File: config.mk
export PLATFORM = sky130hd
export DESIGN_NAME = render_tile_enumerator
export DESIGN_NICKNAME = d
export VERILOG_FILES = /design/src/rtl/core/rte_pkg.sv /design/src/rtl/core/rte_div.sv /design/src/rtl/core/rte_axis.sv /design/src/rtl/core/render_tile_enumerator.sv
export SDC_FILE = /design/constraint.sdc
export NUM_CORES = 2
export LEC_CHECK = 0
export BUFFER_PORTS_ARGS = -buffer_cell sky130_fd_sc_hd__buf_2
export CORE_MARGIN = 1
export CORE_UTILIZATION = 25
export CTS_CLUSTER_DIAMETER = 60
export DETAILED_ROUTE_END_ITERATION = 6
export HOLD_SLACK_MARGIN = 0.05
export MAX_ROUTING_LAYER = met4
export SYNTH_ARGS = -nofsm -noshare
export SYNTH_HDL_FRONTEND = slang
export SYNTH_SLANG_ARGS = --single-unit
File: constraint.sdc
create_clock -name clk -period 8.8 [get_ports clk]
set_input_delay 0.44 -clock clk [delete_from_list [all_inputs] [get_ports clk]]
set_output_delay 0.44 -clock clk [all_outputs]
set_load 0.03 [all_outputs]
File: src/rtl/core/rte_pkg.sv
// Shared types, widths and codes for the render tile enumerator.
// No dependencies; every other file of the block uses it.
`default_nettype none

package rte_pkg;

    localparam int COORD_W    = 15;
    localparam int TSIZE_W    = 13;
    localparam int LEFT_W     = 15;
    localparam int RIGHT_W    = 16;
    localparam int MAX_RES    = 16384;
    localparam int ID_W       = 28;
    localparam int CNT_W      = 29;
    localparam int OP_W       = 2;
    localparam int DIVD_W     = 28;
    localparam int DIVS_W     = 15;
    localparam int DIV_CNT_W  = $clog2(DIVD_W + 1);
    localparam int CFG_ADDR_W = 3;
    localparam int CFG_DATA_W = 16;

    localparam logic [OP_W-1:0] OP_NEXT   = 2'd0;
    localparam logic [OP_W-1:0] OP_INDEX  = 2'd1;
    localparam logic [OP_W-1:0] OP_REWIND = 2'd2;

    localparam logic [CFG_ADDR_W-1:0] REG_IMAGE_WIDTH   = 3'd0;
    localparam logic [CFG_ADDR_W-1:0] REG_IMAGE_HEIGHT  = 3'd1;
    localparam logic [CFG_ADDR_W-1:0] REG_TILE_WIDTH    = 3'd2;
    localparam logic [CFG_ADDR_W-1:0] REG_TILE_HEIGHT   = 3'd3;
    localparam logic [CFG_ADDR_W-1:0] REG_REGION_LEFT   = 3'd4;
    localparam logic [CFG_ADDR_W-1:0] REG_REGION_TOP    = 3'd5;
    localparam logic [CFG_ADDR_W-1:0] REG_REGION_RIGHT  = 3'd6;
    localparam logic [CFG_ADDR_W-1:0] REG_REGION_BOTTOM = 3'd7;

    typedef struct packed {
        logic [COORD_W-1:0] lo;
        logic [COORD_W-1:0] hi;
    } axis_span_t;

endpackage

`default_nettype wire

File: src/rtl/core/rte_div.sv
// Radix-2 restoring divider, one quotient bit per cycle.
// Depends on rte_pkg for widths.
`default_nettype none

module rte_div (
    input  wire logic                         clk,
    input  wire logic                         rst_n,
    input  wire logic                         start,
    input  wire logic [rte_pkg::DIVD_W-1:0]   dividend,
    input  wire logic [rte_pkg::DIVS_W-1:0]   divisor,
    output logic                              done,
    output logic [rte_pkg::DIVD_W-1:0]        quot,
    output logic [rte_pkg::DIVS_W-1:0]        rem
);

    logic                             busy_reg, busy_next;
    logic                             done_reg, done_next;
    logic [rte_pkg::DIV_CNT_W-1:0]    cnt_reg, cnt_next;
    logic [rte_pkg::DIVD_W-1:0]       q_reg, q_next;
    logic [rte_pkg::DIVS_W-1:0]       r_reg, r_next;
    logic [rte_pkg::DIVS_W-1:0]       d_reg, d_next;
    logic [rte_pkg::DIVS_W:0]         shifted;
    logic [rte_pkg::DIVS_W:0]         diff;
    logic                             fits;

    assign shifted = {r_reg, q_reg[rte_pkg::DIVD_W-1]};
    assign diff    = shifted - {1'b0, d_reg};
    assign fits    = shifted >= {1'b0, d_reg};

    always_comb
    begin
        busy_next = busy_reg;
        done_next = 1'b0;
        cnt_next  = cnt_reg;
        q_next    = q_reg;
        r_next    = r_reg;
        d_next    = d_reg;
        if (start)
        begin
            busy_next = 1'b1;
            cnt_next  = rte_pkg::DIV_CNT_W'(rte_pkg::DIVD_W);
            q_next    = dividend;
            r_next    = '0;
            d_next    = divisor;
        end
        else if (busy_reg)
        begin
            q_next   = {q_reg[rte_pkg::DIVD_W-2:0], fits};
            r_next   = fits ? diff[rte_pkg::DIVS_W-1:0] : shifted[rte_pkg::DIVS_W-1:0];
            cnt_next = cnt_reg - 1'b1;
            if (cnt_reg == rte_pkg::DIV_CNT_W'(1))
            begin
                busy_next = 1'b0;
                done_next = 1'b1;
            end
        end
    end

    always_ff @(posedge clk or negedge rst_n)
    begin
        if (!rst_n)
        begin
            busy_reg <= 1'b0;
            done_reg <= 1'b0;
            cnt_reg  <= '0;
        end
        else
        begin
            busy_reg <= busy_next;
            done_reg <= done_next;
            cnt_reg  <= cnt_next;
        end
    end

    always_ff @(posedge clk)
    begin
        q_reg <= q_next;
        r_reg <= r_next;
        d_reg <= d_next;
    end

    assign done = done_reg;
    assign quot = q_reg;
    assign rem  = r_reg;

endmodule

`default_nettype wire

File: src/rtl/core/rte_axis.sv
// Per-axis region clamp: effective tile size and the covered pixel span.
// Depends on rte_pkg for widths and the axis_span_t type.
`default_nettype none

module rte_axis (
    input  wire logic        [rte_pkg::COORD_W-1:0]  res,
    input  wire logic        [rte_pkg::TSIZE_W-1:0]  tsize_raw,
    input  wire logic signed [rte_pkg::LEFT_W-1:0]   rmin,
    input  wire logic signed [rte_pkg::RIGHT_W-1:0]  rmax,
    output logic             [rte_pkg::TSIZE_W-1:0]  tsize,
    output rte_pkg::axis_span_t                      span
);

    localparam logic [rte_pkg::COORD_W-1:0] RES_LIMIT = rte_pkg::COORD_W'(rte_pkg::MAX_RES);

    logic        [rte_pkg::COORD_W-1:0]   res_c;
    logic        [rte_pkg::COORD_W-1:0]   lo_c;
    logic signed [rte_pkg::RIGHT_W+1:0]   res_s;
    logic signed [rte_pkg::RIGHT_W+1:0]   rmax_s;
    logic signed [rte_pkg::RIGHT_W+1:0]   hi_s;
    logic signed [rte_pkg::RIGHT_W+1:0]   lo_s;

    always_comb
    begin
        tsize  = (tsize_raw == '0) ? rte_pkg::TSIZE_W'(1) : tsize_raw;
        res_c  = (res > RES_LIMIT) ? RES_LIMIT : res;
        lo_c   = rmin[rte_pkg::LEFT_W-1] ? '0 : rte_pkg::COORD_W'(rmin);
        res_s  = $signed({3'b000, res_c});
        rmax_s = (rte_pkg::RIGHT_W+2)'(rmax);
        lo_s   = $signed({3'b000, lo_c});
        hi_s   = (rmax_s < res_s) ? rmax_s : res_s;
        if (hi_s <= lo_s)
        begin
            span.lo = '0;
            span.hi = '0;
        end
        else
        begin
            span.lo = lo_c;
            span.hi = hi_s[rte_pkg::COORD_W-1:0];
        end
    end

endmodule

`default_nettype wire

File: src/rtl/core/render_tile_enumerator.sv
// Render tile enumerator: one request in, one tile descriptor out.
// A found tile takes one pass through the shared divider;
// misses, rewinds and unused ops skip it. The first request after
// reset or a register write also runs four grid divisions first.
// Reset clears the cursor and restores the default registers. Uses rte_pkg.
`default_nettype none

module render_tile_enumerator (
    input  wire logic                               clk,
    input  wire logic                               rst_n,
    input  wire logic                               cfg_we,
    input  wire logic [rte_pkg::CFG_ADDR_W-1:0]     cfg_addr,
    input  wire logic [rte_pkg::CFG_DATA_W-1:0]     cfg_data,
    input  wire logic                               s_axis_tvalid,
    output logic                                    s_axis_tready,
    input  wire logic [31:0]                        s_axis_tdata,  // tile_index
    input  wire logic [1:0]                         s_axis_tuser,  // op
    output logic                                    m_axis_tvalid,
    input  wire logic                               m_axis_tready,
    // tile_id, tile_left, tile_top, tile_right, tile_bottom, tile_count
    output logic [119:0]                            m_axis_tdata,
    output logic                                    m_axis_tuser   // found
);

    typedef enum logic [9:0] {
        S_IDLE      = 10'b0000000001,
        S_CFG_GO    = 10'b0000000010,
        S_CFG_WAIT  = 10'b0000000100,
        S_TOTAL     = 10'b0000001000,
        S_DISPATCH  = 10'b0000010000,
        S_IDX_GO    = 10'b0000100000,
        S_IDX_WAIT  = 10'b0001000000,
        S_MUL_X     = 10'b0010000000,
        S_MUL_Y     = 10'b0100000000,
        S_OUT       = 10'b1000000000
    } state_t;

    localparam int CW = rte_pkg::COORD_W;
    localparam int TW = rte_pkg::TSIZE_W;

    state_t state_reg, state_next;

    logic        [CW-1:0]                   image_width_reg;
    logic        [CW-1:0]                   image_height_reg;
    logic        [TW-1:0]                   tile_width_reg;
    logic        [TW-1:0]                   tile_height_reg;
    logic signed [rte_pkg::LEFT_W-1:0]      region_left_reg;
    logic signed [rte_pkg::LEFT_W-1:0]      region_top_reg;
    logic signed [rte_pkg::RIGHT_W-1:0]     region_right_reg;
    logic signed [rte_pkg::RIGHT_W-1:0]     region_bottom_reg;

    logic                                   dirty_reg;
    logic [rte_pkg::CNT_W-1:0]              cursor_reg;
    logic [1:0]                             step_reg;
    logic [rte_pkg::OP_W-1:0]               op_reg;
    logic [rte_pkg::ID_W-1:0]               index_reg;
    logic [rte_pkg::ID_W-1:0]               id_reg;
    logic                                   hit_reg;
    logic [CW-1:0]                          first_col_reg;
    logic [CW-1:0]                          first_row_reg;
    logic [CW-1:0]                          col_count_reg;
    logic [CW-1:0]                          row_count_reg;
    logic [rte_pkg::CNT_W-1:0]              total_reg;
    logic [CW-1:0]                          cx_reg;
    logic [CW-1:0]                          cy_reg;
    logic [CW-1:0]                          lraw_reg;
    logic [CW-1:0]                          traw_reg;

    logic                                   out_valid_reg;
    logic                                   out_found_reg;
    logic [119:0]                           out_data_reg;

    logic [TW-1:0]                          tw;
    logic [TW-1:0]                          th;
    rte_pkg::axis_span_t                    span_x;
    rte_pkg::axis_span_t                    span_y;

    logic                                   div_start;
    logic                                   div_done;
    logic [rte_pkg::DIVD_W-1:0]             div_dividend;
    logic [rte_pkg::DIVS_W-1:0]             div_divisor;
    logic [rte_pkg::DIVD_W-1:0]             div_quot;
    logic [rte_pkg::DIVS_W-1:0]             div_rem;

    logic [CW-1:0]                          mul_a;
    logic [CW-1:0]                          mul_b;
    logic [2*CW-1:0]                        mul_p;

    logic                                   in_fire;
    logic                                   out_load;
    logic [CW-1:0]                          clip_l;
    logic [CW-1:0]                          clip_t;
    logic [CW-1:0]                          clip_r;
    logic [CW-1:0]                          clip_b;
    logic [CW:0]                            sum_r;
    logic [CW:0]                            sum_b;
    logic [rte_pkg::ID_W-1:0]               res_id;

    rte_axis u_axis_x (
        .res       (image_width_reg),
        .tsize_raw (tile_width_reg),
        .rmin      (region_left_reg),
        .rmax      (region_right_reg),
        .tsize     (tw),
        .span      (span_x)
    );

    rte_axis u_axis_y (
        .res       (image_height_reg),
        .tsize_raw (tile_height_reg),
        .rmin      (region_top_reg),
        .rmax      (region_bottom_reg),
        .tsize     (th),
        .span      (span_y)
    );

    rte_div u_div (
        .clk      (clk),
        .rst_n    (rst_n),
        .start    (div_start),
        .dividend (div_dividend),
        .divisor  (div_divisor),
        .done     (div_done),
        .quot     (div_quot),
        .rem      (div_rem)
    );

    assign s_axis_tready = (state_reg == S_IDLE);
    assign in_fire       = s_axis_tvalid && s_axis_tready;
    assign out_load      = (state_reg == S_OUT) && (!out_valid_reg || m_axis_tready);
    assign div_start     = (state_reg == S_CFG_GO) || (state_reg == S_IDX_GO);

    // Divider operand select
    always_comb
    begin
        div_dividend = id_reg;
        div_divisor  = col_count_reg;
        if (state_reg == S_CFG_GO)
        begin
            case (step_reg)
                2'd0:
                begin
                    div_dividend = rte_pkg::DIVD_W'(span_x.lo);
                    div_divisor  = rte_pkg::DIVS_W'(tw);
                end
                2'd1:
                begin
                    div_dividend = rte_pkg::DIVD_W'({1'b0, span_x.hi} + (CW+1)'(tw) - 1'b1);
                    div_divisor  = rte_pkg::DIVS_W'(tw);
                end
                2'd2:
                begin
                    div_dividend = rte_pkg::DIVD_W'(span_y.lo);
                    div_divisor  = rte_pkg::DIVS_W'(th);
                end
                default:
                begin
                    div_dividend = rte_pkg::DIVD_W'({1'b0, span_y.hi} + (CW+1)'(th) - 1'b1);
                    div_divisor  = rte_pkg::DIVS_W'(th);
                end
            endcase
        end
    end

    // Shared multiplier operand select
    always_comb
    begin
        mul_a = col_count_reg;
        mul_b = row_count_reg;
        if (state_reg == S_MUL_X)
        begin
            mul_a = cx_reg;
            mul_b = CW'(tw);
        end
        else if (state_reg == S_MUL_Y)
        begin
            mul_a = cy_reg;
            mul_b = CW'(th);
        end
    end

    assign mul_p = mul_a * mul_b;

    // Clip tile bounds to the region; all zero on a miss
    always_comb
    begin
        sum_r  = {1'b0, lraw_reg} + (CW+1)'(tw);
        sum_b  = {1'b0, traw_reg} + (CW+1)'(th);
        clip_l = (lraw_reg < span_x.lo) ? span_x.lo : lraw_reg;
        clip_t = (traw_reg < span_y.lo) ? span_y.lo : traw_reg;
        clip_r = (sum_r > {1'b0, span_x.hi}) ? span_x.hi : sum_r[CW-1:0];
        clip_b = (sum_b > {1'b0, span_y.hi}) ? span_y.hi : sum_b[CW-1:0];
        if (!hit_reg)
        begin
            clip_l = '0;
            clip_t = '0;
            clip_r = '0;
            clip_b = '0;
        end
        res_id = hit_reg ? id_reg : '0;
    end

    always_comb
    begin
        state_next = state_reg;
        unique case (state_reg)
            S_IDLE:
                if (in_fire)
                    state_next = dirty_reg ? S_CFG_GO : S_DISPATCH;
            S_CFG_GO:
                state_next = S_CFG_WAIT;
            S_CFG_WAIT:
                if (div_done)
                    state_next = (step_reg == 2'd3) ? S_TOTAL : S_CFG_GO;
            S_TOTAL:
                state_next = S_DISPATCH;
            S_DISPATCH:
            begin
                state_next = S_OUT;
                if (op_reg == rte_pkg::OP_NEXT && cursor_reg < total_reg)
                    state_next = S_IDX_GO;
                else if (op_reg == rte_pkg::OP_INDEX && {1'b0, index_reg} < total_reg)
                    state_next = S_IDX_GO;
            end
            S_IDX_GO:
                state_next = S_IDX_WAIT;
            S_IDX_WAIT:
                if (div_done)
                    state_next = S_MUL_X;
            S_MUL_X:
                state_next = S_MUL_Y;
            S_MUL_Y:
                state_next = S_OUT;
            S_OUT:
                if (out_load)
                    state_next = S_IDLE;
            default:
                state_next = S_IDLE;
        endcase
    end

    always_ff @(posedge clk or negedge rst_n)
    begin
        if (!rst_n)
        begin
            state_reg         <= S_IDLE;
            image_width_reg   <= CW'(1920);
            image_height_reg  <= CW'(1080);
            tile_width_reg    <= TW'(64);
            tile_height_reg   <= TW'(64);
            region_left_reg   <= '0;
            region_top_reg    <= '0;
            region_right_reg  <= rte_pkg::RIGHT_W'(1920);
            region_bottom_reg <= rte_pkg::RIGHT_W'(1080);
            dirty_reg         <= 1'b1;
            cursor_reg        <= '0;
            step_reg          <= '0;
            hit_reg           <= 1'b0;
            out_valid_reg     <= 1'b0;
        end
        else
        begin
            state_reg <= state_next;
            if (cfg_we)
            begin
                dirty_reg  <= 1'b1;
                cursor_reg <= '0;
                unique case (cfg_addr)
                    rte_pkg::REG_IMAGE_WIDTH:   image_width_reg   <= cfg_data[CW-1:0];
                    rte_pkg::REG_IMAGE_HEIGHT:  image_height_reg  <= cfg_data[CW-1:0];
                    rte_pkg::REG_TILE_WIDTH:    tile_width_reg    <= cfg_data[TW-1:0];
                    rte_pkg::REG_TILE_HEIGHT:   tile_height_reg   <= cfg_data[TW-1:0];
                    rte_pkg::REG_REGION_LEFT:   region_left_reg   <= cfg_data[rte_pkg::LEFT_W-1:0];
                    rte_pkg::REG_REGION_TOP:    region_top_reg    <= cfg_data[rte_pkg::LEFT_W-1:0];
                    rte_pkg::REG_REGION_RIGHT:  region_right_reg  <= cfg_data;
                    rte_pkg::REG_REGION_BOTTOM: region_bottom_reg <= cfg_data;
                    default:                    dirty_reg         <= 1'b1;
                endcase
            end
            else
            begin
                if (state_reg == S_IDLE && in_fire)
                    step_reg <= '0;
                if (state_reg == S_CFG_WAIT && div_done)
                    step_reg <= step_reg + 1'b1;
                if (state_reg == S_TOTAL)
                    dirty_reg <= 1'b0;
                if (state_reg == S_DISPATCH)
                begin
                    hit_reg <= 1'b0;
                    unique case (op_reg)
                        rte_pkg::OP_NEXT:
                            if (cursor_reg < total_reg)
                            begin
                                hit_reg    <= 1'b1;
                                cursor_reg <= cursor_reg + 1'b1;
                            end
                        rte_pkg::OP_INDEX:
                            hit_reg <= ({1'b0, index_reg} < total_reg);
                        rte_pkg::OP_REWIND:
                            cursor_reg <= '0;
                        default:
                            hit_reg <= 1'b0;
                    endcase
                end
            end
            if (out_load)
                out_valid_reg <= 1'b1;
            else if (m_axis_tready)
                out_valid_reg <= 1'b0;
        end
    end

    // Datapath registers
    always_ff @(posedge clk)
    begin
        if (in_fire)
        begin
            op_reg    <= s_axis_tuser;
            index_reg <= s_axis_tdata[rte_pkg::ID_W-1:0];
        end
        if (state_reg == S_CFG_WAIT && div_done)
        begin
            case (step_reg)
                2'd0:    first_col_reg <= div_quot[CW-1:0];
                2'd1:    col_count_reg <= div_quot[CW-1:0] - first_col_reg;
                2'd2:    first_row_reg <= div_quot[CW-1:0];
                default: row_count_reg <= div_quot[CW-1:0] - first_row_reg;
            endcase
        end
        if (state_reg == S_TOTAL)
            total_reg <= mul_p[rte_pkg::CNT_W-1:0];
        if (state_reg == S_DISPATCH)
            id_reg <= (op_reg == rte_pkg::OP_NEXT) ? cursor_reg[rte_pkg::ID_W-1:0] : index_reg;
        if (state_reg == S_IDX_WAIT && div_done)
        begin
            cx_reg <= first_col_reg + div_rem;
            cy_reg <= first_row_reg + div_quot[CW-1:0];
        end
        if (state_reg == S_MUL_X)
            lraw_reg <= mul_p[CW-1:0];
        if (state_reg == S_MUL_Y)
            traw_reg <= mul_p[CW-1:0];
        if (out_load)
        begin
            out_found_reg <= hit_reg;
            out_data_reg  <= {3'b000, total_reg, clip_b, clip_r, clip_t, clip_l, res_id};
        end
    end

    assign m_axis_tvalid = out_valid_reg;
    assign m_axis_tdata  = out_data_reg;
    assign m_axis_tuser  = out_found_reg;

endmodule

`default_nettype wire
==> out/metrics.yaml <==
run_status:
  outcome: "finished, final reports clean"
global_route:
  global_route.usage.total_pct: 16.10
  number_of_antenna_violations_at_the_first_check_in_global_routing: 15
  grt_pass1_wl_microns: 195600
  grt_overflow_total: 0
  pin_count_of_the_biggest_net_entering_global_routing: 91
  number_of_global_route_vias_before_repair: 30850
layout:
  finish.utilization_pct: 28.93
  largest_register_ffs: 117
  synthToLayoutAreaGrowth_pct: 14.93
  post_route_cells_drive_above_1_share_pct: 14.49
  finish.instance_area_sq_mm: 0.04704
  commonest_cells_after_routing_fill_and_taps_aside: "inv_1, ha_1, nand2_1"
  layout.cells.non_filler: 6472
  final.fill_count: 17020
  final_net_count: 4889
  leading_cell_type_in_the_layout_fill_and_taps_excluded: "inv_1"
synth:
  postSynthCellCount: 4030
  synthesis.yosys.warnings: 0
  ys_async_sr_fraction_pct: 30.62
  synth_top_flop_cell: "edfxtp_1"
  synth-edff-count: 368
  syn-cell-area_sq_mm: 0.04093
  ys_seq_elements: 552
  synthesis.area_per_instance_sq_um: 10.16
  synth_seq_area_share_pct: 38.13
  synth.distinct_cells: 96
drt:
  drt_first_pass_iters: 6
  drtIter0Drc: 2545
  remaining_drc_errors: 0
  vias: 31210
  antenna_left: 0
  detail_route.wl_per_cell_microns: 20.13
  postRouteWirelength_microns: 130300
  vias_per_cell: 4.822
sta:
  finalSetupViolations: 0
  relSlewSlack_pct: 21.24
  worst_slack_ps: 431.6
  hold_slack_ps: 150.3
  tightestPinTransition_ps: 1175
  post-route-min-period_ps: 8368
  finClkSkew_ps: 34.37
  max_freq_mhz: 119.5
  setup_tns_ps: 0
  drv_slew: 0
  finalCritPeriodShare_pct: 95.10
  final-hold-violation-count: 0
  rsz0062_at_grt: "no"
power_and_ir_drop:
  p_leak_nw: 20.40
  p_per_area_mw_per_mm2: 257.0
  max-vdd-ir-drop_v: 0.0001710
  power_mw: 12.09
critical_path:
  worstSetupStartpointType: "register"
  critical-path-slowest-cell: "fa_1"
  critPathMostFrequentCell: "fa_1"
  critPathArrivalTime_ps: 8770
  end_kind: "register"
  reg2regPathDepth: 26
  crit_type: "reg -> reg"
  r2r_start: "state_reg[6]"
  critical_path_required_ps: 9200
  crit_path_max_fanout: 25
  critPathLaunch: "state_reg[6]"
  critical_path.reg2reg.endpoint: "total_reg[22]"
  slowest_delay_ps: 580
  endpoint_of_the_worst_setup_timing_path: "total_reg[22]"
  regToRegSetupSlack_ps: 430
floorplanning:
  num_rows: 148
  floorplan.io_pins: 181
  core_area_sq_mm: 0.1626
  die_w_microns: 406.6
  die_area_sq_mm: 0.1653
  start_util_pct: 25.17
  fp.dieH_microns: 406.6
clocking:
  insertion_delay_ps: 660
  cts-root-buf: "clkbuf_16"
  clock_tree_from_tritoncts: "done"
  clock_sinks: 552
  cts_inserted_buffers: 59
  clockBufferDepth: 3
  htree_levels: 2
  cts_post_setup_buffers_inserted: 0
  clock_pin_slew_worst_setup_and_hold_paths_ps: 70
placed_design:
  place.detailed.instances: 6317
  finalWeightedCongestion: 0.9401
  post_dp_cell_area_sq_mm: 0.04461
  portBuffers: 173
  pre_cts_slack_ps: 502.8
  dp_hpwl_microns: 102700
hold_path:
  hp-class: "in -> reg"
job:
  maxCapViolations: 0
[repair_timing]
| action | in CTS | in global routing |
|---|---|---|
| endpoints found under the setup margin | 0 | 12 |
| endpoints found under the hold margin | 79 | 0 |
| gates resized for setup | 0 | 1 |
| hold buffers | 33 | 0 |
[per-layer routing]
metal  global-route usage (%)  vias to the layer above  wire length [microns]  part of all wire (%)
met5                        -                        -                      0                     0
met4                    5.824                        0                   5143                   3.9
met3                    1.392                      215                   7476                   5.7
met2                    25.85                     1104                  60520                    46
met1                    21.15                    15420                  57160                    44
li1                         -                    14470                      -                     -
[where the power goes]
group | internal [mW] | total [mW] | switching (mW)
sequential | 3.29 | 3.74 | 0.444
combinational | 2.35 | 5.66 | 3.31
clock | 1.53 | 2.69 | 1.16
total | 7.17 | 12.1 | 4.91
[kinds of logic (layout without fill, tap and decap cells)]
kind of cell,after synthesis,count (layout),synth area share [%]
XOR/XNOR,144,144,3.082
multiplexers,235,235,6.179
other,1,13,0.009163
flip-flops,552,552,38.13
AO/OA/AOI/OAI,709,709,11.33
buffers and inverters,603,858,5.965
AND/OR/NAND/NOR,1191,1191,13.90
adder cells (fa/ha/maj),595,595,21.40
[worst min path at each step]
| stage | to | from | cells past startpoint | slack [ps] |
|---|---|---|---|---|
| finish | image_width_reg[14] | cfg_data[14] | 3 | 150 |
| global route | m_axis_tvalid | m_axis_tready | 3 | 180 |
| CTS | region_left_reg[14] | cfg_data[14] | 3 | 110 |
| detailed placement | m_axis_tdata[89] | total_reg[1] | 0 | 440 |
| global placement | m_axis_tdata[89] | total_reg[1] | 0 | 440 |
| floorplan | cursor_reg[0] | rst_n | 0 | 140 |
[synth_stat cells (91+ instances only)]
cell	number	area, sq um
a21oi_1	184	920.9
mux2_2	137	1543
edfxtp_1	368	11050
fa_1	175	3503
dfrtp_1	149	3729
nand2_1	414	1554
nand3_1	91	455.4
mux2i_1	97	970.9
nor2_1	273	1025
xnor2_1	111	972.2
inv_1	439	1648
o21ai_0	149	745.7
clkbuf_1	99	371.6
ha_1	420	5255
[area by class of cell]
class | count | area [sq um] | area share (%)
timing repair buffer | 305 | 1983 | 4.216
tap | 2175 | 2721 | 5.785
inverter | 441 | 1657 | 3.522
antenna | 10 | 25.02 | 0.05320
clock inverter | 40 | 422.9 | 0.8991
clock buffer | 72 | 1650 | 3.509
sequential | 552 | 15610 | 33.18
multi-input combinational | 2877 | 22970 | 48.84
[worst max-delay path, delay by kind of cell, from the launching register on]
kind            cells  cell delay (ps)
flops               1              460
xor+xnor            1              160
buf+inv             5              710
simple gates        6             1560
fa+ha+maj           7             3520
compound gates      7             1670
(Power assumes the default switching activity.)
